File: config.mk
export PLATFORM = sky130hd
export DESIGN_NAME = pmd_cfg_regs
export DESIGN_NICKNAME = d
export VERILOG_FILES = /design/src/hw/rtl/pid_motor_drive_assert.svh /design/src/hw/rtl/pmd_pkg.sv /design/src/hw/rtl/pmd_cfg_regs.sv
export SDC_FILE = /design/constraint.sdc
export NUM_CORES = 1
export LEC_CHECK = 0
export BUFFER_PORTS_ARGS = -buffer_cell sky130_fd_sc_hd__buf_2
export CAP_MARGIN = 5
export CORE_AREA = 4 4 144 77
export CTS_BUF_LIST = sky130_fd_sc_hd__clkbuf_4 sky130_fd_sc_hd__clkbuf_8
export CTS_CLUSTER_DIAMETER = 50
export DETAILED_ROUTE_END_ITERATION = 8
export DIE_AREA = 0 0 148 81
export HOLD_SLACK_MARGIN = 0.05
export MAX_ROUTING_LAYER = met4
export PLACE_DENSITY = 0.79
export SLEW_MARGIN = 0
export SYNTH_ARGS = -nofsm -noshare
export SYNTH_HDL_FRONTEND = slang
export SYNTH_SLANG_ARGS = --single-unit
File: constraint.sdc
create_clock -name clk_i -period 2 [get_ports clk_i]
set_clock_uncertainty 0.2 [all_clocks]
set_input_delay 0.2 -clock clk_i [delete_from_list [all_inputs] [get_ports clk_i]]
set_output_delay 0.2 -clock clk_i [all_outputs]
set_load 0.005 [all_outputs]
File: src/hw/rtl/pid_motor_drive_assert.svh
// Assertion macros shared by the PID motor drive RTL.
`ifndef PID_MOTOR_DRIVE_ASSERT_SVH
`define PID_MOTOR_DRIVE_ASSERT_SVH

// Consequent must hold in the same cycle as the antecedent.
`define PMD_ASSERT_NOW(lbl, ante, cons, msg) \
  lbl: assert property (@(posedge clk_i) disable iff (!rst_ni) (ante) |-> (cons)) \
    else $error(msg);

// Consequent must hold in the cycle after the antecedent.
`define PMD_ASSERT_NEXT(lbl, ante, cons, msg) \
  lbl: assert property (@(posedge clk_i) disable iff (!rst_ni) (ante) |=> (cons)) \
    else $error(msg);

`endif

File: src/hw/rtl/pmd_pkg.sv
// Package for the PID motor drive: payload types, widths, constants and microcode.
package pmd_pkg;

  // Field and datapath widths
  localparam int GAIN_W = 24;
  localparam int BYTE_W = 8;
  localparam int POS_W  = 24;
  localparam int ERR_W  = 24;
  localparam int DIFF_W = 25;
  localparam int SUM_W  = 40;
  localparam int RATE_W = 32;
  localparam int OPA_W  = GAIN_W + 1;
  localparam int OPB_W  = 33;
  localparam int PROD_W = OPA_W + OPB_W;
  localparam int ACC_W  = 50;
  localparam int IDX_W  = 3;

  // Register reset values
  localparam logic [GAIN_W-1:0] GAIN_P_RST   = 24'd222429;
  localparam logic [GAIN_W-1:0] GAIN_I_RST   = 24'd445;
  localparam logic [GAIN_W-1:0] GAIN_D_RST   = 24'd2224292;
  localparam logic [BYTE_W-1:0] DEADBAND_RST = 8'd20;
  localparam logic [BYTE_W-1:0] LIMIT_RST    = 8'd200;
  localparam logic [BYTE_W-1:0] SP_MIN_RST   = 8'd5;
  localparam logic [BYTE_W-1:0] SP_MAX_RST   = 8'd250;

  // Register indexes
  typedef logic [IDX_W-1:0] cfg_idx_t;
  localparam cfg_idx_t REG_GAIN_P   = 3'd0;
  localparam cfg_idx_t REG_GAIN_I   = 3'd1;
  localparam cfg_idx_t REG_GAIN_D   = 3'd2;
  localparam cfg_idx_t REG_DEADBAND = 3'd3;
  localparam cfg_idx_t REG_LIMIT    = 3'd4;
  localparam cfg_idx_t REG_SP_MIN   = 3'd5;
  localparam cfg_idx_t REG_SP_MAX   = 3'd6;

  // Low-pass coefficients in Q0.16 (0.95 and 0.05) and the rounding half
  localparam logic [GAIN_W-1:0] K_OLD = 24'd62259;
  localparam logic [GAIN_W-1:0] K_NEW = 24'd3277;
  localparam logic signed [ACC_W-1:0] ACC_RND = 50'sd32768;

  // Channel payloads
  typedef struct packed {
    logic signed [POS_W-1:0] position;
    logic [BYTE_W-1:0]       setpoint;
  } in_item_t;

  typedef struct packed {
    logic [BYTE_W-1:0] drive_level;
    logic              drive_right;
  } out_item_t;

  typedef struct packed {
    cfg_idx_t          reg_idx;
    logic [GAIN_W-1:0] wdata;
  } cfg_wr_t;

  // Register file contents
  typedef struct packed {
    logic [GAIN_W-1:0] gain_p;
    logic [GAIN_W-1:0] gain_i;
    logic [GAIN_W-1:0] gain_d;
    logic [BYTE_W-1:0] deadband_offset;
    logic [BYTE_W-1:0] drive_limit;
    logic [BYTE_W-1:0] setpoint_min;
    logic [BYTE_W-1:0] setpoint_max;
  } cfg_t;

  // Control word fields
  typedef enum logic [2:0] {
    MA_GAIN_P, MA_GAIN_I, MA_GAIN_D, MA_K_OLD, MA_K_NEW
  } mul_a_e;

  typedef enum logic [2:0] {
    MB_ERR, MB_DIFF, MB_RATE, MB_SUM_LO, MB_SUM_HI
  } mul_b_e;

  typedef enum logic [1:0] {
    ACC_HOLD, ACC_LOAD, ACC_ADD
  } acc_op_e;

  typedef enum logic [1:0] {
    SH_RAW, SH_L8, SH_R16, SH_R24
  } acc_sh_e;

  typedef enum logic [1:0] {
    COND_NEVER, COND_NO_IN, COND_OUT_BUSY
  } cond_e;

  // Step counter
  localparam int NUM_STEPS = 9;
  localparam int STEP_W    = $clog2(NUM_STEPS);
  typedef logic [STEP_W-1:0] step_t;
  localparam step_t STEP_WAIT_IN = 4'd0;
  localparam step_t STEP_INTEG   = 4'd1;
  localparam step_t STEP_FILT_A  = 4'd2;
  localparam step_t STEP_FILT_B  = 4'd3;
  localparam step_t STEP_RATE    = 4'd4;
  localparam step_t STEP_TERM_IH = 4'd5;
  localparam step_t STEP_TERM_P  = 4'd6;
  localparam step_t STEP_TERM_D  = 4'd7;
  localparam step_t STEP_OUT     = 4'd8;

  typedef struct packed {
    mul_a_e  mul_a;
    mul_b_e  mul_b;
    acc_op_e acc_op;
    acc_sh_e acc_sh;
    logic    acc_rnd;
    logic    load_in;
    logic    integ_en;
    logic    rate_en;
    logic    out_en;
    cond_e   cond;
    step_t   jmp_to;
    logic    eop;
  } ctrl_t;

  // Status seen by the sequencer
  typedef struct packed {
    logic in_valid;
    logic out_busy;
  } seq_status_t;

  // Control store: one word per step
  function automatic ctrl_t ucode(input step_t step);
    ctrl_t c;
    c = '0;
    unique case (step)
      STEP_WAIT_IN: begin
        c.load_in = 1'b1;
        c.cond    = COND_NO_IN;
        c.jmp_to  = STEP_WAIT_IN;
      end
      STEP_INTEG: begin
        c.integ_en = 1'b1;
        c.mul_a    = MA_K_OLD;
        c.mul_b    = MB_RATE;
      end
      STEP_FILT_A: begin
        c.mul_a   = MA_K_NEW;
        c.mul_b   = MB_DIFF;
        c.acc_op  = ACC_LOAD;
        c.acc_sh  = SH_RAW;
        c.acc_rnd = 1'b1;
      end
      STEP_FILT_B: begin
        c.mul_a  = MA_GAIN_I;
        c.mul_b  = MB_SUM_LO;
        c.acc_op = ACC_ADD;
        c.acc_sh = SH_L8;
      end
      STEP_RATE: begin
        c.mul_a   = MA_GAIN_I;
        c.mul_b   = MB_SUM_HI;
        c.acc_op  = ACC_LOAD;
        c.acc_sh  = SH_R16;
        c.rate_en = 1'b1;
      end
      STEP_TERM_IH: begin
        c.mul_a  = MA_GAIN_P;
        c.mul_b  = MB_ERR;
        c.acc_op = ACC_ADD;
        c.acc_sh = SH_L8;
      end
      STEP_TERM_P: begin
        c.mul_a  = MA_GAIN_D;
        c.mul_b  = MB_RATE;
        c.acc_op = ACC_ADD;
        c.acc_sh = SH_R16;
      end
      STEP_TERM_D: begin
        c.acc_op = ACC_ADD;
        c.acc_sh = SH_R24;
      end
      STEP_OUT: begin
        c.out_en = 1'b1;
        c.cond   = COND_OUT_BUSY;
        c.jmp_to = STEP_OUT;
        c.eop    = 1'b1;
      end
      default: begin
        c.eop = 1'b1;
      end
    endcase
    return c;
  endfunction

endpackage

File: src/hw/rtl/pmd_cfg_regs.sv
// Configuration register file of the PID motor drive.
module pmd_cfg_regs (
  input  logic             clk_i,
  input  logic             rst_ni,
  input  logic             wr_valid_i,
  input  pmd_pkg::cfg_wr_t wr_data_i,
  output logic             wr_ready_o,
  output pmd_pkg::cfg_t    cfg_o
);
  import pmd_pkg::*;

  cfg_t cfg_q;
  cfg_t cfg_d;

  // Writes are always taken; unknown indexes are dropped
  assign wr_ready_o = 1'b1;

  always_comb begin
    cfg_d = cfg_q;
    if (wr_valid_i) begin
      unique case (wr_data_i.reg_idx)
        REG_GAIN_P:   cfg_d.gain_p          = wr_data_i.wdata;
        REG_GAIN_I:   cfg_d.gain_i          = wr_data_i.wdata;
        REG_GAIN_D:   cfg_d.gain_d          = wr_data_i.wdata;
        REG_DEADBAND: cfg_d.deadband_offset = wr_data_i.wdata[BYTE_W-1:0];
        REG_LIMIT:    cfg_d.drive_limit     = wr_data_i.wdata[BYTE_W-1:0];
        REG_SP_MIN:   cfg_d.setpoint_min    = wr_data_i.wdata[BYTE_W-1:0];
        REG_SP_MAX:   cfg_d.setpoint_max    = wr_data_i.wdata[BYTE_W-1:0];
        default: ;
      endcase
    end
  end

  always_ff @(posedge clk_i or negedge rst_ni) begin
    if (!rst_ni) begin
      cfg_q.gain_p          <= GAIN_P_RST;
      cfg_q.gain_i          <= GAIN_I_RST;
      cfg_q.gain_d          <= GAIN_D_RST;
      cfg_q.deadband_offset <= DEADBAND_RST;
      cfg_q.drive_limit     <= LIMIT_RST;
      cfg_q.setpoint_min    <= SP_MIN_RST;
      cfg_q.setpoint_max    <= SP_MAX_RST;
    end else begin
      cfg_q <= cfg_d;
    end
  end

  assign cfg_o = cfg_q;

endmodule

After elaboration in Yosys (flattened, before gate mapping)
Cells that the tools add are included.

storage, ports and cells
  flip-flop bits (word level) = 104

cells by class
  equal/unequal tests = 6
  reduce and logical (&&, ||, !) cells = 8

operators by type and width
  operator                                        count
  AND reduction 2 bit                             7
  == test 3 bit (second input constant)           3
  == test 3 x 2 -> 1 bit (second input constant)  2
  == test 3 x 1 -> 1 bit (second input constant)  1
  zero test 3 bit                                 1

Logic depth before layout (Yosys ltp)
  depth after elaboration = 2
  mapped depth = 5

Worst setup path after synthesis
No wires, ideal clock.

  kind = input-to-reg
  start point = in wr_data_i[24] (netlist name)
  end point = reg cfg_q (netlist bit cfg_o[100])
  path slack = 0.388 ns
  data required time = 1.673 ns
  data arrival time = 1.284 ns
  stages on the path = 4
  path through = buf_2 nor4b_4 buf_6 mux2_1

on the way
  cells in the longest elaborated chain, start to end = 2

ends and longest elaborated chain
  item                                  line                source
  start: declaration                    pmd_cfg_regs.sv:6   input pmd_pkg::cfg_wr_t wr_data_i,
  zero test 3 bit                       pmd_cfg_regs.sv:21  unique case (wr_data_i.reg_idx)
  AND reduction 2 bit (no source line)  --
  end signal: assignment                pmd_cfg_regs.sv:44  cfg_q <= cfg_d;
  end: declaration                      pmd_cfg_regs.sv:12  cfg_t cfg_q;

Every way passes these cells.
A chain may end at the register's enable or synchronous reset.

Worst setup path in the final report
  start point = reg cfg_q (netlist bit cfg_o[4])
  end point = out cfg_o[4] (netlist name)

RTL lines
  item              line               source
  end: declaration  pmd_cfg_regs.sv:8  output pmd_pkg::cfg_t cfg_o

No word-level cell between the ends.

==> reports/metrics.yaml <==
yosysMostFrequentCell: "mux2_2"
grt_overflow: 0
reg2reg_slack_ps: 1000
dp_hpwl_um: 6480
num-nets-final: 424
async_flop_share_pct: 100
routed_wl_um: 9240
syn_to_final_growth_pct: 33.4
finalSetupViolCount: 0
antenna_found_initial: 0
post_cts_resized: 0
gp_congestion: 0.743
cp_num_cells: 1
tns_ps: 0
fin_area_um2: 5340
post-synth-top-area-cell: "dfrtp_1"
crit_buf_inv: 1
clock_path_buffers: 2
cp-end-kind: "primary output"
cp_data_arrival_time_ps: 1020
grt_use_total_pct: 16.8
nFillCells: 849
rows: 26
crit_chain: "buf_2"
cap_violations: 0
total_power_uw: 5430
grt_max_degree: 60
drive_above_1_share_pct: 70.2
leakage_uw: 0.00247
ant_nets: 0
finalWorstSetupSlack_ps: 580
crit_slowest_cell: "dfstp_2"
grt_pass1_vias: 2746
cts_root_buf: "clkbuf_8"
first_pass_iters: 4
antenna_cells: 0
path_class: "reg -> out"
start_util_pct: 40.5
synthesis.nets: 260
worstHoldPathType: "in -> async"
slew_violations: 0
dieArea_um2: 12000
drc_errors: 0
slew_headroom_pct: 61.9
syn-mean-instance-area_um2: 17.4
worst_setup_path_start_kind: "register"
avgRoutedWirePerCell_um: 17.2
syn_area_um2: 4000
detailedPlace.worstSlack_ps: 314
synth_flop_cell: "dfrtp_1"
netlist_instances: 230
period_share_pct: 71.0
clk_latency_ps: 350
cts.clk_slew.worst_paths_ps: 100
crit_fanout: 2
final_hold_viol_count: 0
cpPeakStageDelay_ps: 550
synth_area_leaders: "dfrtp_1 40%, dfstp_2 26%, mux2_2 22%, mux2_1 7.3%, buf_4 0.94%"
clock-sinks: 104
tritoncts: "done"
power.density_nw_per_um2: 1020
cp_top_family: "flip-flops"
avgViaCountPerCell: 4.67
cts_max_level: 3
synth_cell_types: 11
netlist_top_cells_count: "78 x mux2_2, 64 x dfrtp_1, 40 x dfstp_2, 26 x mux2_1, 7 x buf_2"
ys_ff_latch: 104
ir_worst_vdd_mv: 0.443
portBuffers: 133
initialDrtViolationCount: 104
core_area_um2: 9890
worst_pin_slew_ps: 572
ys.warnings.count: 0
die_w_um: 148
grt_pass1_wl_um: 15000
cts_made_buffers: 9
reg2reg_from: "cfg_o[95]"
cts_setup_buffers: 0
r2r_end: "cfg_o[95]"
io_pins: 135
ctsHoldBuffers: 25
cp-startpoint: "cfg_o[4]"
largest_register_ffs: 104
status: "complete, no violations"
die_h_um: 81
post-synth-top-area-fraction_pct: 40.0
synth_edf_count: 0
postPlaceCellArea_um2: 4890
period_needed_ps: 1420
required_ps: 1600
vias: 2517
rsz0062_at_grt: "false"
seq_area_frac_synth_pct: 66.3
rr_worst_depth: 1
fmax_ghz: 0.704
crit_end: "cfg_o[4]"
## worst min-delay path by stage
| stage | cells past startpoint | to | from | slack, ps |
|---|---|---|---|---|
| 6_report | 3 | cfg_o[89] | rst_ni | 180 |
| 5_1_grt | 3 | cfg_o[89] | rst_ni | 170 |
| 4_1_cts | 3 | cfg_o[41] | rst_ni | 150 |
| 3_5_place_dp | 2 | cfg_o[89] | rst_ni | 20 |
| 3_3_place_gp | 2 | cfg_o[41] | rst_ni | 20 |
| 2_1_floorplan | 0 | cfg_o[0] | rst_ni | -300 |
## metrics by stage
stage                     std cells  util (%)  hold slack [ps]
after floorplan                 230         -             -296
after global placement          498      49.5             18.8
after detailed placement        498      49.5             20.0
after CTS                       539      54.0              151
after global routing            539      54.0              175
final                           539      54.0              182
## power breakdown
| part | total, uW | internal, uW | switching (uW) |
|---|---|---|---|
| Sequential | 2930 | 2690 | 238 |
| Clock | 1320 | 593 | 727 |
| Combinational | 1180 | 696 | 482 |
## layout by cell type (no fill, tap or decap)
cell type | netlist | routed
buf_12 | 0 | 3
buf_2 | 7 | 132
buf_4 | 5 | 7
bufinv_16 | 0 | 1
clkbuf_8 | 0 | 9
clkinv_2 | 0 | 2
conb_1 | 1 | 1
dfrtp_1 | 64 | 64
dfstp_2 | 40 | 40
dlygate4sd3_1 | 0 | 25
inv_6 | 0 | 4
mux2_1 | 26 | 26
mux2_2 | 78 | 78
nand4b_1 | 3 | 3
nor4b_4 | 1 | 1
nor4bb_2 | 0 | 1
nor4bb_4 | 0 | 2
## area by class of cell
| class | count | area, um2 | share of cell area, % |
|---|---|---|---|
| multi-input cells | 112 | 1290 | 24.2 |
| flip-flops and latches | 104 | 2650 | 49.7 |
| clock inverters | 7 | 75.1 | 1.41 |
| well taps | 140 | 175 | 3.28 |
| clock buffers | 9 | 124 | 2.32 |
| repair buffers | 167 | 1020 | 19.2 |
## metal layers
layer | part of all wire [%] | wire [um] | vias to the layer above | track usage, %
met3 | 6.7 | 619 | 9 | 5.69
met1 | 48 | 4450 | 1268 | 22.5
met2 | 44 | 4110 | 91 | 25.3
met5 | 0 | 0 | - | -
li1 | - | - | 1149 | -
met4 | 0.64 | 59 | 0 | 3.04
## logic make-up (layout without fill, tap and decap cells)
| logic type | count (synthesis) | after routing | synth area share, % |
|---|---|---|---|
| buffers and inverters | 14 | 183 | 2.38 |
| DFF | 104 | 104 | 66.3 |
| other | 1 | 1 | 0.0937 |
| muxes | 104 | 104 | 29.3 |
| and+or+nand+nor | 7 | 7 | 2.00 |
Note: power is estimated with default switching activity, not from simulation.
