===== src/hw/rtl/pid_motor_drive_assert.svh =====
// Assertion macros shared by the PID motor drive RTL.
`ifndef PID_MOTOR_DRIVE_ASSERT_SVH
`define PID_MOTOR_DRIVE_ASSERT_SVH

// Consequent must hold in the same cycle as the antecedent.
`define PMD_ASSERT_NOW(lbl, ante, cons, msg) \
  lbl: assert property (@(posedge clk_i) disable iff (!rst_ni) (ante) |-> (cons)) \
    else $error(msg);

// Consequent must hold in the cycle after the antecedent.
`define PMD_ASSERT_NEXT(lbl, ante, cons, msg) \
  lbl: assert property (@(posedge clk_i) disable iff (!rst_ni) (ante) |=> (cons)) \
    else $error(msg);

`endif


===== src/hw/rtl/pmd_pkg.sv =====
// Package for the PID motor drive: payload types, widths, constants and microcode.
package pmd_pkg;

  // Field and datapath widths
  localparam int GAIN_W = 24;
  localparam int BYTE_W = 8;
  localparam int POS_W  = 24;
  localparam int ERR_W  = 24;
  localparam int DIFF_W = 25;
  localparam int SUM_W  = 40;
  localparam int RATE_W = 32;
  localparam int OPA_W  = GAIN_W + 1;
  localparam int OPB_W  = 33;
  localparam int PROD_W = OPA_W + OPB_W;
  localparam int ACC_W  = 50;
  localparam int IDX_W  = 3;

  // Register reset values
  localparam logic [GAIN_W-1:0] GAIN_P_RST   = 24'd222429;
  localparam logic [GAIN_W-1:0] GAIN_I_RST   = 24'd445;
  localparam logic [GAIN_W-1:0] GAIN_D_RST   = 24'd2224292;
  localparam logic [BYTE_W-1:0] DEADBAND_RST = 8'd20;
  localparam logic [BYTE_W-1:0] LIMIT_RST    = 8'd200;
  localparam logic [BYTE_W-1:0] SP_MIN_RST   = 8'd5;
  localparam logic [BYTE_W-1:0] SP_MAX_RST   = 8'd250;

  // Register indexes
  typedef logic [IDX_W-1:0] cfg_idx_t;
  localparam cfg_idx_t REG_GAIN_P   = 3'd0;
  localparam cfg_idx_t REG_GAIN_I   = 3'd1;
  localparam cfg_idx_t REG_GAIN_D   = 3'd2;
  localparam cfg_idx_t REG_DEADBAND = 3'd3;
  localparam cfg_idx_t REG_LIMIT    = 3'd4;
  localparam cfg_idx_t REG_SP_MIN   = 3'd5;
  localparam cfg_idx_t REG_SP_MAX   = 3'd6;

  // Low-pass coefficients in Q0.16 (0.95 and 0.05) and the rounding half
  localparam logic [GAIN_W-1:0] K_OLD = 24'd62259;
  localparam logic [GAIN_W-1:0] K_NEW = 24'd3277;
  localparam logic signed [ACC_W-1:0] ACC_RND = 50'sd32768;

  // Channel payloads
  typedef struct packed {
    logic signed [POS_W-1:0] position;
    logic [BYTE_W-1:0]       setpoint;
  } in_item_t;

  typedef struct packed {
    logic [BYTE_W-1:0] drive_level;
    logic              drive_right;
  } out_item_t;

  typedef struct packed {
    cfg_idx_t          reg_idx;
    logic [GAIN_W-1:0] wdata;
  } cfg_wr_t;

  // Register file contents
  typedef struct packed {
    logic [GAIN_W-1:0] gain_p;
    logic [GAIN_W-1:0] gain_i;
    logic [GAIN_W-1:0] gain_d;
    logic [BYTE_W-1:0] deadband_offset;
    logic [BYTE_W-1:0] drive_limit;
    logic [BYTE_W-1:0] setpoint_min;
    logic [BYTE_W-1:0] setpoint_max;
  } cfg_t;

  // Control word fields
  typedef enum logic [2:0] {
    MA_GAIN_P, MA_GAIN_I, MA_GAIN_D, MA_K_OLD, MA_K_NEW
  } mul_a_e;

  typedef enum logic [2:0] {
    MB_ERR, MB_DIFF, MB_RATE, MB_SUM_LO, MB_SUM_HI
  } mul_b_e;

  typedef enum logic [1:0] {
    ACC_HOLD, ACC_LOAD, ACC_ADD
  } acc_op_e;

  typedef enum logic [1:0] {
    SH_RAW, SH_L8, SH_R16, SH_R24
  } acc_sh_e;

  typedef enum logic [1:0] {
    COND_NEVER, COND_NO_IN, COND_OUT_BUSY
  } cond_e;

  // Step counter
  localparam int NUM_STEPS = 9;
  localparam int STEP_W    = $clog2(NUM_STEPS);
  typedef logic [STEP_W-1:0] step_t;
  localparam step_t STEP_WAIT_IN = 4'd0;
  localparam step_t STEP_INTEG   = 4'd1;
  localparam step_t STEP_FILT_A  = 4'd2;
  localparam step_t STEP_FILT_B  = 4'd3;
  localparam step_t STEP_RATE    = 4'd4;
  localparam step_t STEP_TERM_IH = 4'd5;
  localparam step_t STEP_TERM_P  = 4'd6;
  localparam step_t STEP_TERM_D  = 4'd7;
  localparam step_t STEP_OUT     = 4'd8;

  typedef struct packed {
    mul_a_e  mul_a;
    mul_b_e  mul_b;
    acc_op_e acc_op;
    acc_sh_e acc_sh;
    logic    acc_rnd;
    logic    load_in;
    logic    integ_en;
    logic    rate_en;
    logic    out_en;
    cond_e   cond;
    step_t   jmp_to;
    logic    eop;
  } ctrl_t;

  // Status seen by the sequencer
  typedef struct packed {
    logic in_valid;
    logic out_busy;
  } seq_status_t;

  // Control store: one word per step
  function automatic ctrl_t ucode(input step_t step);
    ctrl_t c;
    c = '0;
    unique case (step)
      STEP_WAIT_IN: begin
        c.load_in = 1'b1;
        c.cond    = COND_NO_IN;
        c.jmp_to  = STEP_WAIT_IN;
      end
      STEP_INTEG: begin
        c.integ_en = 1'b1;
        c.mul_a    = MA_K_OLD;
        c.mul_b    = MB_RATE;
      end
      STEP_FILT_A: begin
        c.mul_a   = MA_K_NEW;
        c.mul_b   = MB_DIFF;
        c.acc_op  = ACC_LOAD;
        c.acc_sh  = SH_RAW;
        c.acc_rnd = 1'b1;
      end
      STEP_FILT_B: begin
        c.mul_a  = MA_GAIN_I;
        c.mul_b  = MB_SUM_LO;
        c.acc_op = ACC_ADD;
        c.acc_sh = SH_L8;
      end
      STEP_RATE: begin
        c.mul_a   = MA_GAIN_I;
        c.mul_b   = MB_SUM_HI;
        c.acc_op  = ACC_LOAD;
        c.acc_sh  = SH_R16;
        c.rate_en = 1'b1;
      end
      STEP_TERM_IH: begin
        c.mul_a  = MA_GAIN_P;
        c.mul_b  = MB_ERR;
        c.acc_op = ACC_ADD;
        c.acc_sh = SH_L8;
      end
      STEP_TERM_P: begin
        c.mul_a  = MA_GAIN_D;
        c.mul_b  = MB_RATE;
        c.acc_op = ACC_ADD;
        c.acc_sh = SH_R16;
      end
      STEP_TERM_D: begin
        c.acc_op = ACC_ADD;
        c.acc_sh = SH_R24;
      end
      STEP_OUT: begin
        c.out_en = 1'b1;
        c.cond   = COND_OUT_BUSY;
        c.jmp_to = STEP_OUT;
        c.eop    = 1'b1;
      end
      default: begin
        c.eop = 1'b1;
      end
    endcase
    return c;
  endfunction

endpackage


===== src/hw/rtl/pmd_useq.sv =====
// Microcode sequencer: step counter, control store fetch and conditional jumps.
`include "pid_motor_drive_assert.svh"

module pmd_useq (
  input  logic                 clk_i,
  input  logic                 rst_ni,
  input  pmd_pkg::seq_status_t status_i,
  output pmd_pkg::ctrl_t       ctrl_o,
  output logic                 in_ready_o
);
  import pmd_pkg::*;

  step_t step_q;
  step_t step_d;
  ctrl_t word;
  logic  jump;

  // Fetch
  assign word = ucode(step_q);

  // Jump condition
  always_comb begin
    unique case (word.cond)
      COND_NEVER:    jump = 1'b0;
      COND_NO_IN:    jump = !status_i.in_valid;
      COND_OUT_BUSY: jump = status_i.out_busy;
      default:       jump = 1'b0;
    endcase
  end

  // Next step
  always_comb begin
    priority if (jump) begin
      step_d = word.jmp_to;
    end else if (word.eop) begin
      step_d = STEP_WAIT_IN;
    end else begin
      step_d = step_q + 1'b1;
    end
  end

  always_ff @(posedge clk_i or negedge rst_ni) begin
    if (!rst_ni) begin
      step_q <= STEP_WAIT_IN;
    end else begin
      step_q <= step_d;
    end
  end

  // Handshake-bound actions only fire when the step is not waiting
  always_comb begin
    ctrl_o         = word;
    ctrl_o.load_in = word.load_in && !jump;
    ctrl_o.out_en  = word.out_en && !jump;
  end

  assign in_ready_o = (step_q == STEP_WAIT_IN);

  `PMD_ASSERT_NEXT(a_accept_starts, (step_q == STEP_WAIT_IN) && status_i.in_valid, step_q == STEP_INTEG, "accepted transaction did not start the program")
  `PMD_ASSERT_NEXT(a_out_wait_holds, (step_q == STEP_OUT) && status_i.out_busy, step_q == STEP_OUT, "sequencer left output step while result register busy")

endmodule


===== config.mk =====
export PLATFORM = sky130hd
export DESIGN_NAME = pmd_useq
export DESIGN_NICKNAME = d
export VERILOG_FILES = /design/src/hw/rtl/pmd_pkg.sv /design/src/hw/rtl/pmd_useq.sv
export VERILOG_INCLUDE_DIRS = /design/src /design/src/hw/rtl
export SDC_FILE = /design/constraint.sdc
export NUM_CORES = 1
export LEC_CHECK = 0
export ABC_AREA = 1
export BUFFER_PORTS_ARGS = -buffer_cell sky130_fd_sc_hd__buf_2
export CAP_MARGIN = 5
export CORE_MARGIN = 2
export CORE_UTILIZATION = 35
export CTS_CLUSTER_DIAMETER = 120
export DETAILED_ROUTE_END_ITERATION = 10
export GPL_ROUTABILITY_DRIVEN = 0
export PLACE_DENSITY = 0.64
export SLEW_MARGIN = 20
export SYNTH_ARGS = -nofsm -noshare
export SYNTH_HDL_FRONTEND = slang
export SYNTH_SLANG_ARGS = --single-unit
export TNS_END_PERCENT = 10

===== constraint.sdc =====
create_clock -name clk_i -period 2.45 [get_ports clk_i]
set_input_delay 0.49 -clock clk_i [delete_from_list [all_inputs] [get_ports clk_i]]
set_output_delay 0.49 -clock clk_i [all_outputs]
set_load 0.05 [all_outputs]

Word-level counts from Yosys, hierarchy flattened:

Cells that the tools add are included.

* bits in registers: 4
* bits of input ports: 4
* output and inout bits: 23
* word-level logic and storage cells: 31

* add/sub/neg operators: 1
* equal/unequal tests: 10
* muxes and demuxes: 12
* reduce and logical (&&, ||, !) cells: 7

Operators by type and width (number)
* $pmux 6 s5: 1
* $pmux 4 s5: 1
* $eq 4x3->1 const B: 4
* $pmux 6 s2: 1
* $eq 4x2->1 const B: 2
* $mux 4: 2
* $reduce_or 8->1: 1
* $mux 1: 6
* $add 4x1->4 const B: 1
* $eq 4x1->1 const B: 1
* $eq 4x4->1 const B: 1
* $logic_not 4->1: 1
* $eq 2x1->1 const B: 1
* $eq 2x2->1 const B: 1
* $logic_and 1x1->1: 2
* $logic_not 1->1: 2
* $pmux 1 s2: 1
* $reduce_or 2->1: 1

Longest topological paths before layout:

Gate-level depths: netlist (run 1).

* depth after elaboration: 6
* depth in mapped cells: 11
* depth with buffers taken out: 11

Worst setup path after synthesis (run 1):

No wires, ideal clock.

* path kind: flip-flop to output port
* start point: register step_q[0]
* end point: output ctrl_o[7] in the netlist's numbering
* arrival: 2.689 ns
* required time: 1.960 ns
* path slack: -0.729 ns
* stages on the path, launching flop included: 10
* path buffers: 0
* path through: dfrtp_1 > inv_1 > ha_1 > inv_1 > nor3_2 > inv_2 > ha_1 > nand2_1 > a21oi_1 > nor2_1

RTL lines
* start: declaration: RTL line pmd_useq.sv:13 `step_t step_q;`
* start signal: assignment: RTL line pmd_useq.sv:46 `step_q <= step_d;`
* end: declaration: RTL line pmd_useq.sv:8 `output pmd_pkg::ctrl_t ctrl_o,`

==> summary.txt, run 1 <==
TIMING
-----------------------------------------------------------------------------------------------
Minimum clock period after layout ................................................      2.40 ns
Fmax achieved ....................................................................    0.417 GHz
Setup repair after global routing missed its margin ..............................          yes
Worst hold margin ................................................................    0.0527 ns
Final worst-path cycle share .....................................................        0.979
Final Skew .......................................................................   0.00231 ns
Total of endpoints with negative setup slack in the final report .................            0
Worst setup slack after layout ...................................................    0.0520 ns
Number of hold-slack violations in the final timing report .......................            0
Max Transition Viols Final .......................................................            0

ROUTE
-----------------------------------------------------------------------------------------------
Total Routed Length ..............................................................      1.12 mm
Detail-routed via count per cell .................................................         4.16
Number of iterations in the first detailed-routing pass ..........................            3
Count of nets left with antenna violations after detail routing ..................            0
Routed len/inst ..................................................................      9.21 um
DRC violation count after routing ................................................            0
Iteration-0 DRC count of the detailed router .....................................            4
Count of vias placed by the detailed router ......................................          508

CTS
-----------------------------------------------------------------------------------------------
Clock latency of the later-clocked register in the worst-skew pair ...............      0.23 ns
Buffer cell driving the clock tree root ..........................................     clkbuf_4
Longest Clk Path Bufs ............................................................            2
CTS sink cnt .....................................................................            4
Number of buffers created by CTS .................................................            3
TritonCTS clock tree .............................................................          yes
Clock input transition at the sequential cells of the worst setup and hold paths .      0.04 ns
H-tree levels ....................................................................            1

DIE
-----------------------------------------------------------------------------------------------
Top-Level Pins ...................................................................           27
Standard-cell row count ..........................................................           14
Height of the chip ...............................................................      43.8 um
Placeable core region ............................................................   1490 sq um
Die area .........................................................................   1920 sq um
Initial Util .....................................................................        0.372
Die W ............................................................................      43.8 um

PLACEMENT
-----------------------------------------------------------------------------------------------
Port buffer count ................................................................           23
HPWL after detailed placement ....................................................       902 um
Area after detailed placement ....................................................    716 sq um
Post-Place Worst Slack ...........................................................     0.167 ns

WORST SETUP PATH
-----------------------------------------------------------------------------------------------
Maximum net fanout on the critical path ..........................................            5
Kind of capture point of the worst setup path ....................................   output pin
Critical path start-end classification ........................................... flip-flop to output pin
Startpoint type of the worst setup path ..........................................    flip-flop
Req. time, crit path .............................................................      1.96 ns
Data arrival at the endpoint of the critical path ................................      1.91 ns

YOSYS
-----------------------------------------------------------------------------------------------
Total of warnings raised by yosys ................................................            0
Mean cell area of the mapped netlist .............................................   7.29 sq um
Number of flops mapped to enable cells by yosys ..................................            0
Post-synth top area cell .........................................................      dfrtp_1
Leading register cell type out of synthesis ......................................      dfrtp_1
Cell area after synthesis ........................................................    554 sq um
Cell types with the highest counts after synthesis ............................... inv_1 (14), nand2_1 (11), nand2_2 (8)
Number of instances in the synthesized netlist ...................................           76
Register bit total from synthesis ................................................            4
Count of cell types in the netlist ...............................................           19
Post-synth top area share ........................................................        0.181
Ys async rst share ...............................................................         1.00
Most repeated cell in the gate-level netlist after synthesis .....................        inv_1
Sequential element share of the synthesized area .................................        0.181
Cell types occupying the most area after synthesis ............................... dfrtp_1 (18%), ha_1 (14%), inv_1 (9.5%)

LAYOUT
-----------------------------------------------------------------------------------------------
Area delta synth->final ..........................................................        45.4%
Registers with the highest flip-flop counts ...................................... step_q: 4 flops
Post-route standard cell area excluding fillers ..................................    806 sq um
Largest register FFs .............................................................            4
Share of cells above drive strength 1 ............................................        0.642
Top register by number of flip-flops .............................................       step_q
Number of nets in the final layout ...............................................          118
Share of the core filled with cells in the final layout ..........................        0.541
# diodes .........................................................................            0

RUN
-----------------------------------------------------------------------------------------------
Max-cap violations ...............................................................            0

GRT
-----------------------------------------------------------------------------------------------
Aggregate global routing overflow ................................................            0
Vias in the first global route ...................................................          408
Global-route usage over all layers ...............................................        0.123
Wire length of the first global-routing pass .....................................      1.71 mm
Largest net degree at the start of global routing ................................            7
Number of antenna violations at the first check in global routing ................            0

OUTCOME
-----------------------------------------------------------------------------------------------
Result of the run ................................................................ finished, final reports clean

HOLD PATH
-----------------------------------------------------------------------------------------------
Kind of path behind the tightest hold check ...................................... input port to asynchronous set/reset pin

==> final cells by class <==
| type | instances | area (sq um) |
|---|---|---|
| Timing Repair Buffer | 31 | 188 |
| Inverter | 17 | 63.8 |
| Sequential cell | 4 | 103 |
| Fill cell | 142 | 683 |
| Clock buffer | 3 | 22.5 |
| Multi-Input combinational cell | 51 | 409 |
| Tap cell | 16 | 20.0 |
==> path summary, 6_finish.rpt <==
check / start / endpoint / slack (ns) / depth (start not counted)
min in group clk_i: step_q[0] / step_q[0] / 0.47 / 1
max in group asynchronous: rst_ni / step_q[0] / 2.27 / 1
worst min register to register: step_q[0] / step_q[0] / 0.47 / 1
worst max register to register: step_q[0] / step_q[2] / 0.42 / 12
worst min-delay path: rst_ni / step_q[3] / 0.05 / 1
worst max-delay path: step_q[0] / ctrl_o[7] / 0.05 / 9
==> through the flow <==
stage	TNS, ns	std cells
2_1_floorplan	-0.133	78
3_3_place_gp	0	112
3_5_place_dp	0	112
6_report	0	122
5_1_grt	-0.0763	122
4_1_cts	0	116
==> layout by cell type (no fill, tap or decap), drive strengths merged <==
| master | count |
|---|---|
| a21oi | 1 |
| buf | 31 |
| clkbuf | 3 |
| conb | 3 |
| dfrtp | 4 |
| ha | 6 |
| inv | 17 |
| nand2 | 21 |
| nand3 | 8 |
| nand4 | 1 |
| nor2 | 9 |
| nor3 | 1 |
| xnor2 | 1 |
==> critical path, cell delays in order (launching register included) <==
cell and delay, ns:
dfrtp_2 0.42, inv_2 0.09, ha_4 0.13, inv_2 0.04, nor3_4 0.26, inv_2 0.10
ha_4 0.25, a21oi_4 0.19, nor2_4 0.04, buf_6 0.15
==> layer usage <==
layer | track usage | part of all wire | vias up
met1 | 0.158 | 0.43 | 215
met2 | 0.179 | 0.50 | 17
met4 | 0.0909 | 0 | 0
met5 | 0 | 0 | -
li1 | - | - | 276
met3 | 0.0250 | 0.067 | 0
==> cells by family after synthesis <==
logic type      after synthesis  share of synthesized area
fa+ha+maj                     6                      0.135
flops                         4                      0.181
xor+xnor                      1                     0.0158
simple gates                 40                      0.449
compound gates                1                    0.00902
buf+inv                      23                      0.203
other cells                   1                    0.00677
==> what timing repair did <==
item | in CTS | in global routing
setup endpoints to repair | 2 | 2
endpoints found under the hold margin | 0 | 0
resized for setup | 2 | 4
buffers inserted | 1 | 6
pin swaps | 1 | 4
hold buffers | 0 | 0
Power of run 1 is left out: the tool's default activity adds up to more than one toggle a clock period on the data nets, which glitch-free logic cannot reach.
==> run 2, diff against run 1 <==
--- a/config.mk
+++ b/config.mk
@@ -6,15 +6,14 @@
 export SDC_FILE = /design/constraint.sdc
 export NUM_CORES = 1
 export LEC_CHECK = 0
-export ABC_AREA = 1
-export BUFFER_PORTS_ARGS = -buffer_cell sky130_fd_sc_hd__buf_2
+export BUFFER_PORTS_ARGS = -buffer_cell sky130_fd_sc_hd__clkbuf_2
 export CAP_MARGIN = 5
 export CORE_MARGIN = 2
 export CORE_UTILIZATION = 35
 export CTS_CLUSTER_DIAMETER = 120
 export DETAILED_ROUTE_END_ITERATION = 10
 export GPL_ROUTABILITY_DRIVEN = 0
-export PLACE_DENSITY = 0.64
+export PLACE_DENSITY = 0.65
 export SLEW_MARGIN = 20
 export SYNTH_ARGS = -nofsm -noshare
 export SYNTH_HDL_FRONTEND = slang
==> run 2 against run 1 <==
Worst setup slack got worse by 0.019 ns. Register-to-register slack better by 0.09 ns. Non-clock buffer count is 4 higher. Worst hold slack improved by 0.00090 ns. Utilization grew 5.8 points. Synthesized area fell by 11%. Routed wire length grew 6.3%. Sequential share of layout area shrank 0.055 points. Synthesized cell count shrank 25%. Count of clock-buffer cells in the layout stayed put. Largest cell class unchanged.
==> summary.txt, run 2 <==
GRT
-----------------------------------------------------------------------------------------------
Vias in the first global route ...................................................          464
Aggregate global routing overflow ................................................            0
Global-route usage over all layers ...............................................        0.142
Wire length of the first global-routing pass .....................................      1.92 mm
Number of antenna violations at the first check in global routing ................            0
Largest net degree at the start of global routing ................................           10

YOSYS
-----------------------------------------------------------------------------------------------
Cell types with the highest counts after synthesis ............................... buf_4 (6), ha_1 (6), dfrtp_1 (4), inv_1 (4), nor2_1 (4)
Cell area after synthesis ........................................................    495 sq um
Number of instances in the synthesized netlist ...................................           57
Number of flops mapped to enable cells by yosys ..................................            0
Ys async rst share ...............................................................         1.00
Total of warnings raised by yosys ................................................            0
Count of cell types in the netlist ...............................................           30
Leading register cell type out of synthesis ......................................      dfrtp_1
Post-synth top area share ........................................................        0.202
Cell types occupying the most area after synthesis ............................... dfrtp_1 (20%), ha_1 (15%), buf_4 (9.1%)
Mean cell area of the mapped netlist .............................................   8.69 sq um
Register bit total from synthesis ................................................            4
Post-synth top area cell .........................................................      dfrtp_1
Sequential element share of the synthesized area .................................        0.202

ROUTE
-----------------------------------------------------------------------------------------------
Routed len/inst ..................................................................      11.4 um
Count of nets left with antenna violations after detail routing ..................            0
Detail-routed via count per cell .................................................         4.52
Count of vias placed by the detailed router ......................................          475
DRC violation count after routing ................................................            0
Number of iterations in the first detailed-routing pass ..........................            3
Total Routed Length ..............................................................      1.20 mm
Iteration-0 DRC count of the detailed router .....................................            2

LAYOUT
-----------------------------------------------------------------------------------------------
Share of cells above drive strength 1 ............................................        0.644
Largest register FFs .............................................................            4
Number of nets in the final layout ...............................................          102
Most common library cell in the layout ignoring fill and taps ....................     clkbuf_2
Most frequent cells in the layout ................................................ clkbuf_2 (21), buf_4 (12), dfrtp_1 (4)
Area delta synth->final ..........................................................        59.3%
Top register by number of flip-flops .............................................       step_q
Registers with the highest flip-flop counts ...................................... step_q: 4 flops
# diodes .........................................................................            0

CTS
-----------------------------------------------------------------------------------------------
Number of buffers created by CTS .................................................            3
H-tree levels ....................................................................            1
Clock latency of the later-clocked register in the worst-skew pair ...............      0.23 ns
Number of hold-repair buffers added at the cts stage .............................            0
Clock input transition at the sequential cells of the worst setup and hold paths .      0.04 ns
CTS sink cnt .....................................................................            4
TritonCTS clock tree .............................................................          yes
Longest Clk Path Bufs ............................................................            2
Buffer cell driving the clock tree root ..........................................     clkbuf_4

TIMING
-----------------------------------------------------------------------------------------------
Number of hold-slack violations in the final timing report .......................            0
Final worst-path cycle share .....................................................        0.987
Max Transition Viols Final .......................................................            0
Minimum clock period after layout ................................................      2.42 ns
Final Skew .......................................................................   0.00121 ns
Fmax achieved ....................................................................    0.414 GHz
TNS Setup ........................................................................         0 ns
Total of endpoints with negative setup slack in the final report .................            0

PLACEMENT
-----------------------------------------------------------------------------------------------
HPWL after detailed placement ....................................................       770 um
Port buffer count ................................................................           23

DIE
-----------------------------------------------------------------------------------------------
Die W ............................................................................      41.6 um
Height of the chip ...............................................................      41.6 um
Top-Level Pins ...................................................................           27
Standard-cell row count ..........................................................           13
Initial Util .....................................................................        0.376
Placeable core region ............................................................   1320 sq um
Die area .........................................................................   1730 sq um

WORST SETUP PATH
-----------------------------------------------------------------------------------------------
Req. time, crit path .............................................................      1.96 ns
Most frequent CP cell ............................................................         ha_4
Series of cell instances along the critical path ................................. inv_2, ha_4, nand3b_1, clkinvlp_4, ha_4, nand2_2, a21oi_4, nor2_4, clkbuf_8
Delay of the slowest cell on the worst path ......................................      0.39 ns
Data arrival at the endpoint of the critical path ................................      1.93 ns
Critical path start-end classification ........................................... flip-flop to output pin
Maximum net fanout on the critical path ..........................................            6
Startpoint type of the worst setup path ..........................................    flip-flop
Kind of capture point of the worst setup path ....................................   output pin
Worst-path cell with the longest stage delay .....................................      dfrtp_1

OUTCOME
-----------------------------------------------------------------------------------------------
Result of the run ................................................................ finished, final reports clean

HOLD PATH
-----------------------------------------------------------------------------------------------
Kind of path behind the tightest hold check ...................................... input port to asynchronous set/reset pin

RUN
-----------------------------------------------------------------------------------------------
Max-cap violations ...............................................................            0

==> run 2: changes by cell type after synthesis, moves of 3 or more <==
cell / change
inv_1: -10
inv_2: -3
and2_1: +3
nand2_1: -9
nand3_2: -3
nand2_2: -8
nand3_1: -4
nor2_4: -3
==> run 2: cells by family after synthesis <==
logic type      Yosys count  share of synthesized area
compound gates            6                     0.0934
xor+xnor                  1                     0.0177
fa+ha+maj                 6                      0.152
buf+inv                  11                      0.144
flops                     4                      0.202
mux                       2                     0.0404
other cells               1                    0.00757
simple gates             26                      0.343
==> run 2: timing repair <==
action	in CTS	in global routing
endpoints found under the setup margin	2	2
resized for setup	7	1
pin swaps	2	2
setup buffers	4	4
==> run 2: worst max-delay path, delay by kind of cell (launching register included) <==
kind | cells | cell delay (ns)
flip-flops | 1 | 0.39
adder cells (fa/ha/maj) | 2 | 0.30
buffers and inverters | 3 | 0.45
AND/OR/NAND/NOR | 3 | 0.34
AO/OA/AOI/OAI | 1 | 0.20
==> run 2: area by class of cell <==
class | count | area, sq um
Tap cell | 15 | 18.8
Timing Repair Buffer | 35 | 224
Sequential cell | 4 | 100
Inverter | 4 | 22.5
Multi-Input combinational cell | 44 | 402
Fill cell | 121 | 528
Clock buffer | 3 | 22.5
==> run 2: final timing paths <==
kind                            from        end  slack [ns]  cells past startpoint
max                        step_q[1]  ctrl_o[7]        0.03                      9
min                           rst_ni  step_q[3]        0.05                      1
max reg2reg                step_q[1]  step_q[3]        0.51                      9
min reg2reg                step_q[0]  step_q[0]        0.57                      2
max in group asynchronous     rst_ni  step_q[0]        2.27                      1
min in group clk_i         step_q[0]  step_q[0]        0.57                      2
==> run 2: per-stage QoR <==
stage	worst slack, ns	std cells	cell area [sq um]	util	hold WS, ns
final	0.0329	105	790	0.599	0.0536
after global placement	0.186	94	671	0.509	0.300
after CTS	0.0352	101	758	0.575	0.0507
after detailed placement	0.145	94	671	0.509	0.299
after floorplan	0.0142	59	563	-	0.194
after global routing	-0.0331	105	790	0.599	0.0484
==> run 2: layer usage <==
layer / wire length, um / vias to the layer above / GRT usage / share of wire
li1: - / 244 / - / -
met3: 46 / 2 / 0.0174 / 0.038
met5: 0 / - / 0 / 0
met4: 18 / 0 / 0.0968 / 0.015
met1: 508 / 213 / 0.176 / 0.43
met2: 621 / 16 / 0.228 / 0.52
Power of run 2 is left out for the same reason.
==> run 3, diff against run 2 <==
--- a/config.mk
+++ b/config.mk
@@ -9,11 +9,11 @@
 export BUFFER_PORTS_ARGS = -buffer_cell sky130_fd_sc_hd__clkbuf_2
 export CAP_MARGIN = 5
 export CORE_MARGIN = 2
-export CORE_UTILIZATION = 35
+export CORE_UTILIZATION = 34
 export CTS_CLUSTER_DIAMETER = 120
 export DETAILED_ROUTE_END_ITERATION = 10
 export GPL_ROUTABILITY_DRIVEN = 0
-export PLACE_DENSITY = 0.65
+export PLACE_DENSITY = 0.64
 export SLEW_MARGIN = 20
 export SYNTH_ARGS = -nofsm -noshare
 export SYNTH_HDL_FRONTEND = slang
==> run 3 against run 2 <==
Register-to-register slack gained 0.05 ns. Worst hold slack got worse by 0.00083 ns. Count of clock-buffer cells in the layout stayed put. Critical path type unchanged.
==> summary.txt, run 3 (same netlist as run 2, synthesis figures left out) <==
OUTCOME
-----------------------------------------------------------------------------------------------
Result of the run ................................................................ finished, final reports clean

GRT
-----------------------------------------------------------------------------------------------
Aggregate global routing overflow ................................................            0
Global-route usage over all layers ...............................................        0.123
Vias in the first global route ...................................................          417
Largest net degree at the start of global routing ................................           10
Number of antenna violations at the first check in global routing ................            0
Wire length of the first global-routing pass .....................................      1.70 mm

ROUTE
-----------------------------------------------------------------------------------------------
Detail-routed via count per cell .................................................         4.56
DRC violation count after routing ................................................            0
Routed len/inst ..................................................................      10.3 um
Iteration-0 DRC count of the detailed router .....................................            2
Count of vias placed by the detailed router ......................................          474
Total Routed Length ..............................................................      1.07 mm
Count of nets left with antenna violations after detail routing ..................            0
Number of iterations in the first detailed-routing pass ..........................            4

WORST SETUP PATH
-----------------------------------------------------------------------------------------------
Critical path origin .............................................................    step_q[0]
Req. time, crit path .............................................................      1.96 ns
Source of the worst register-to-register timing path .............................    step_q[0]
Kind of capture point of the worst setup path ....................................   output pin
Maximum net fanout on the critical path ..........................................            6
Critical path start-end classification ........................................... flip-flop to output pin
Data arrival at the endpoint of the critical path ................................      1.89 ns
Startpoint type of the worst setup path ..........................................    flip-flop

CTS
-----------------------------------------------------------------------------------------------
Clock input transition at the sequential cells of the worst setup and hold paths .      0.04 ns
Number of buffers created by CTS .................................................            3
Number of hold-repair buffers added at the cts stage .............................            0
CTS sink cnt .....................................................................            4
Buffer cell driving the clock tree root ..........................................     clkbuf_4
H-tree levels ....................................................................            1
Clock latency of the later-clocked register in the worst-skew pair ...............      0.23 ns
Longest Clk Path Bufs ............................................................            2
TritonCTS clock tree .............................................................          yes

LAYOUT
-----------------------------------------------------------------------------------------------
Area delta synth->final ..........................................................        58.8%
Number of nets in the final layout ...............................................          101
Post-route standard cell area excluding fillers ..................................    787 sq um
Most frequent cells in the layout ................................................ clkbuf_2 (21), buf_4 (11)
# diodes .........................................................................            0
Share of cells above drive strength 1 ............................................        0.663
Most common library cell in the layout ignoring fill and taps ....................     clkbuf_2
Largest register FFs .............................................................            4
Registers with the highest flip-flop counts ...................................... step_q: 4 flops
Count of fill cells added during filler insertion ................................          125
Top register by number of flip-flops .............................................       step_q

DIE
-----------------------------------------------------------------------------------------------
Placeable core region ............................................................   1330 sq um
Height of the chip ...............................................................      42.2 um
Initial Util .....................................................................        0.371
Die W ............................................................................      42.2 um
Standard-cell row count ..........................................................           13
Die area .........................................................................   1780 sq um
Top-Level Pins ...................................................................           27

PLACEMENT
-----------------------------------------------------------------------------------------------
HPWL after detailed placement ....................................................       797 um
Port buffer count ................................................................           23
Area after detailed placement ....................................................    671 sq um

TIMING
-----------------------------------------------------------------------------------------------
Total of endpoints with negative setup slack in the final report .................            0
Fmax achieved ....................................................................    0.420 GHz
Number of hold-slack violations in the final timing report .......................            0
Minimum clock period after layout ................................................      2.38 ns
Final worst-path cycle share .....................................................        0.971
Max Transition Viols Final .......................................................            0
Final Skew ....................................................................... 0.0000885 ns

RUN
-----------------------------------------------------------------------------------------------
Max-cap violations ...............................................................            0

HOLD PATH
-----------------------------------------------------------------------------------------------
Kind of path behind the tightest hold check ...................................... input port to asynchronous set/reset pin

==> run 3: cell types whose count changed in the layout (fill, tap and decap cells not counted) <==
| cell | change |
|---|---|
| buf_4 | -1 |
| buf_6 | +1 |
| clkbuf_8 | -1 |
| dfrtp_1 | -1 |
| dfrtp_2 | +1 |
| nor4_1 | -1 |
| nor4_2 | +1 |
==> run 3: worst paths after layout <==
path | slack [ns] | cells after the start | end
worst max-delay path | 0.07 | 8 | ctrl_o[10]
worst min-delay path | 0.05 | 1 | step_q[2]
worst max register to register | 0.56 | 8 | step_q[3]
worst min register to register | 0.58 | 2 | step_q[0]
max in group asynchronous | 2.27 | 1 | step_q[0]
min in group clk_i | 0.58 | 2 | step_q[0]
==> run 3: repair_timing <==
item                       4_1_cts  5_1_grt
setup buffers                    1        6
setup endpoints to repair        2        2
cloned                           0        0
gates resized for setup          4        8
pin swaps                        1        4
==> run 3: area by class of cell <==
class,count,area [sq um],area share
Sequential cell,4,101,0.129
Clock buffer,3,22.5,0.0286
Multi-Input combinational cell,44,408,0.518
Inverter,4,22.5,0.0286
Tap cell,15,18.8,0.0238
Timing Repair Buffer,34,214,0.272
==> run 3: critical path, stage by stage (launching register included) <==
cell and delay [ns]:
dfrtp_2 0.43, inv_2 0.08, ha_4 0.17, nand3b_1 0.18, buf_4 0.20, ha_4 0.21
a21oi_4 0.19, nor2_4 0.05, buf_8 0.14
==> run 3: through the flow <==
stage / TNS, ns / util / setup WS [ns] / cells / hold WS [ns]
5_1_grt: -0.0481 / 0.590 / -0.0246 / 104 / 0.0383
6_report: 0 / 0.590 / 0.0704 / 104 / 0.0528
4_1_cts: 0 / 0.534 / 0.00366 / 98 / 0.0470
3_3_place_gp: 0 / 0.503 / 0.204 / 94 / 0.300
3_5_place_dp: 0 / 0.503 / 0.175 / 94 / 0.298
2_1_floorplan: 0 / - / 0.0142 / 59 / 0.194
==> run 3: layer usage <==
layer  up-vias  global-route usage  part of all wire
met5         -                   0                 0
met4         0              0.0750             0.016
met3         2              0.0302             0.062
met2        17               0.194              0.50
met1       212               0.148              0.42
li1        243                   -                 -
Power of run 3 is left out for the same reason.
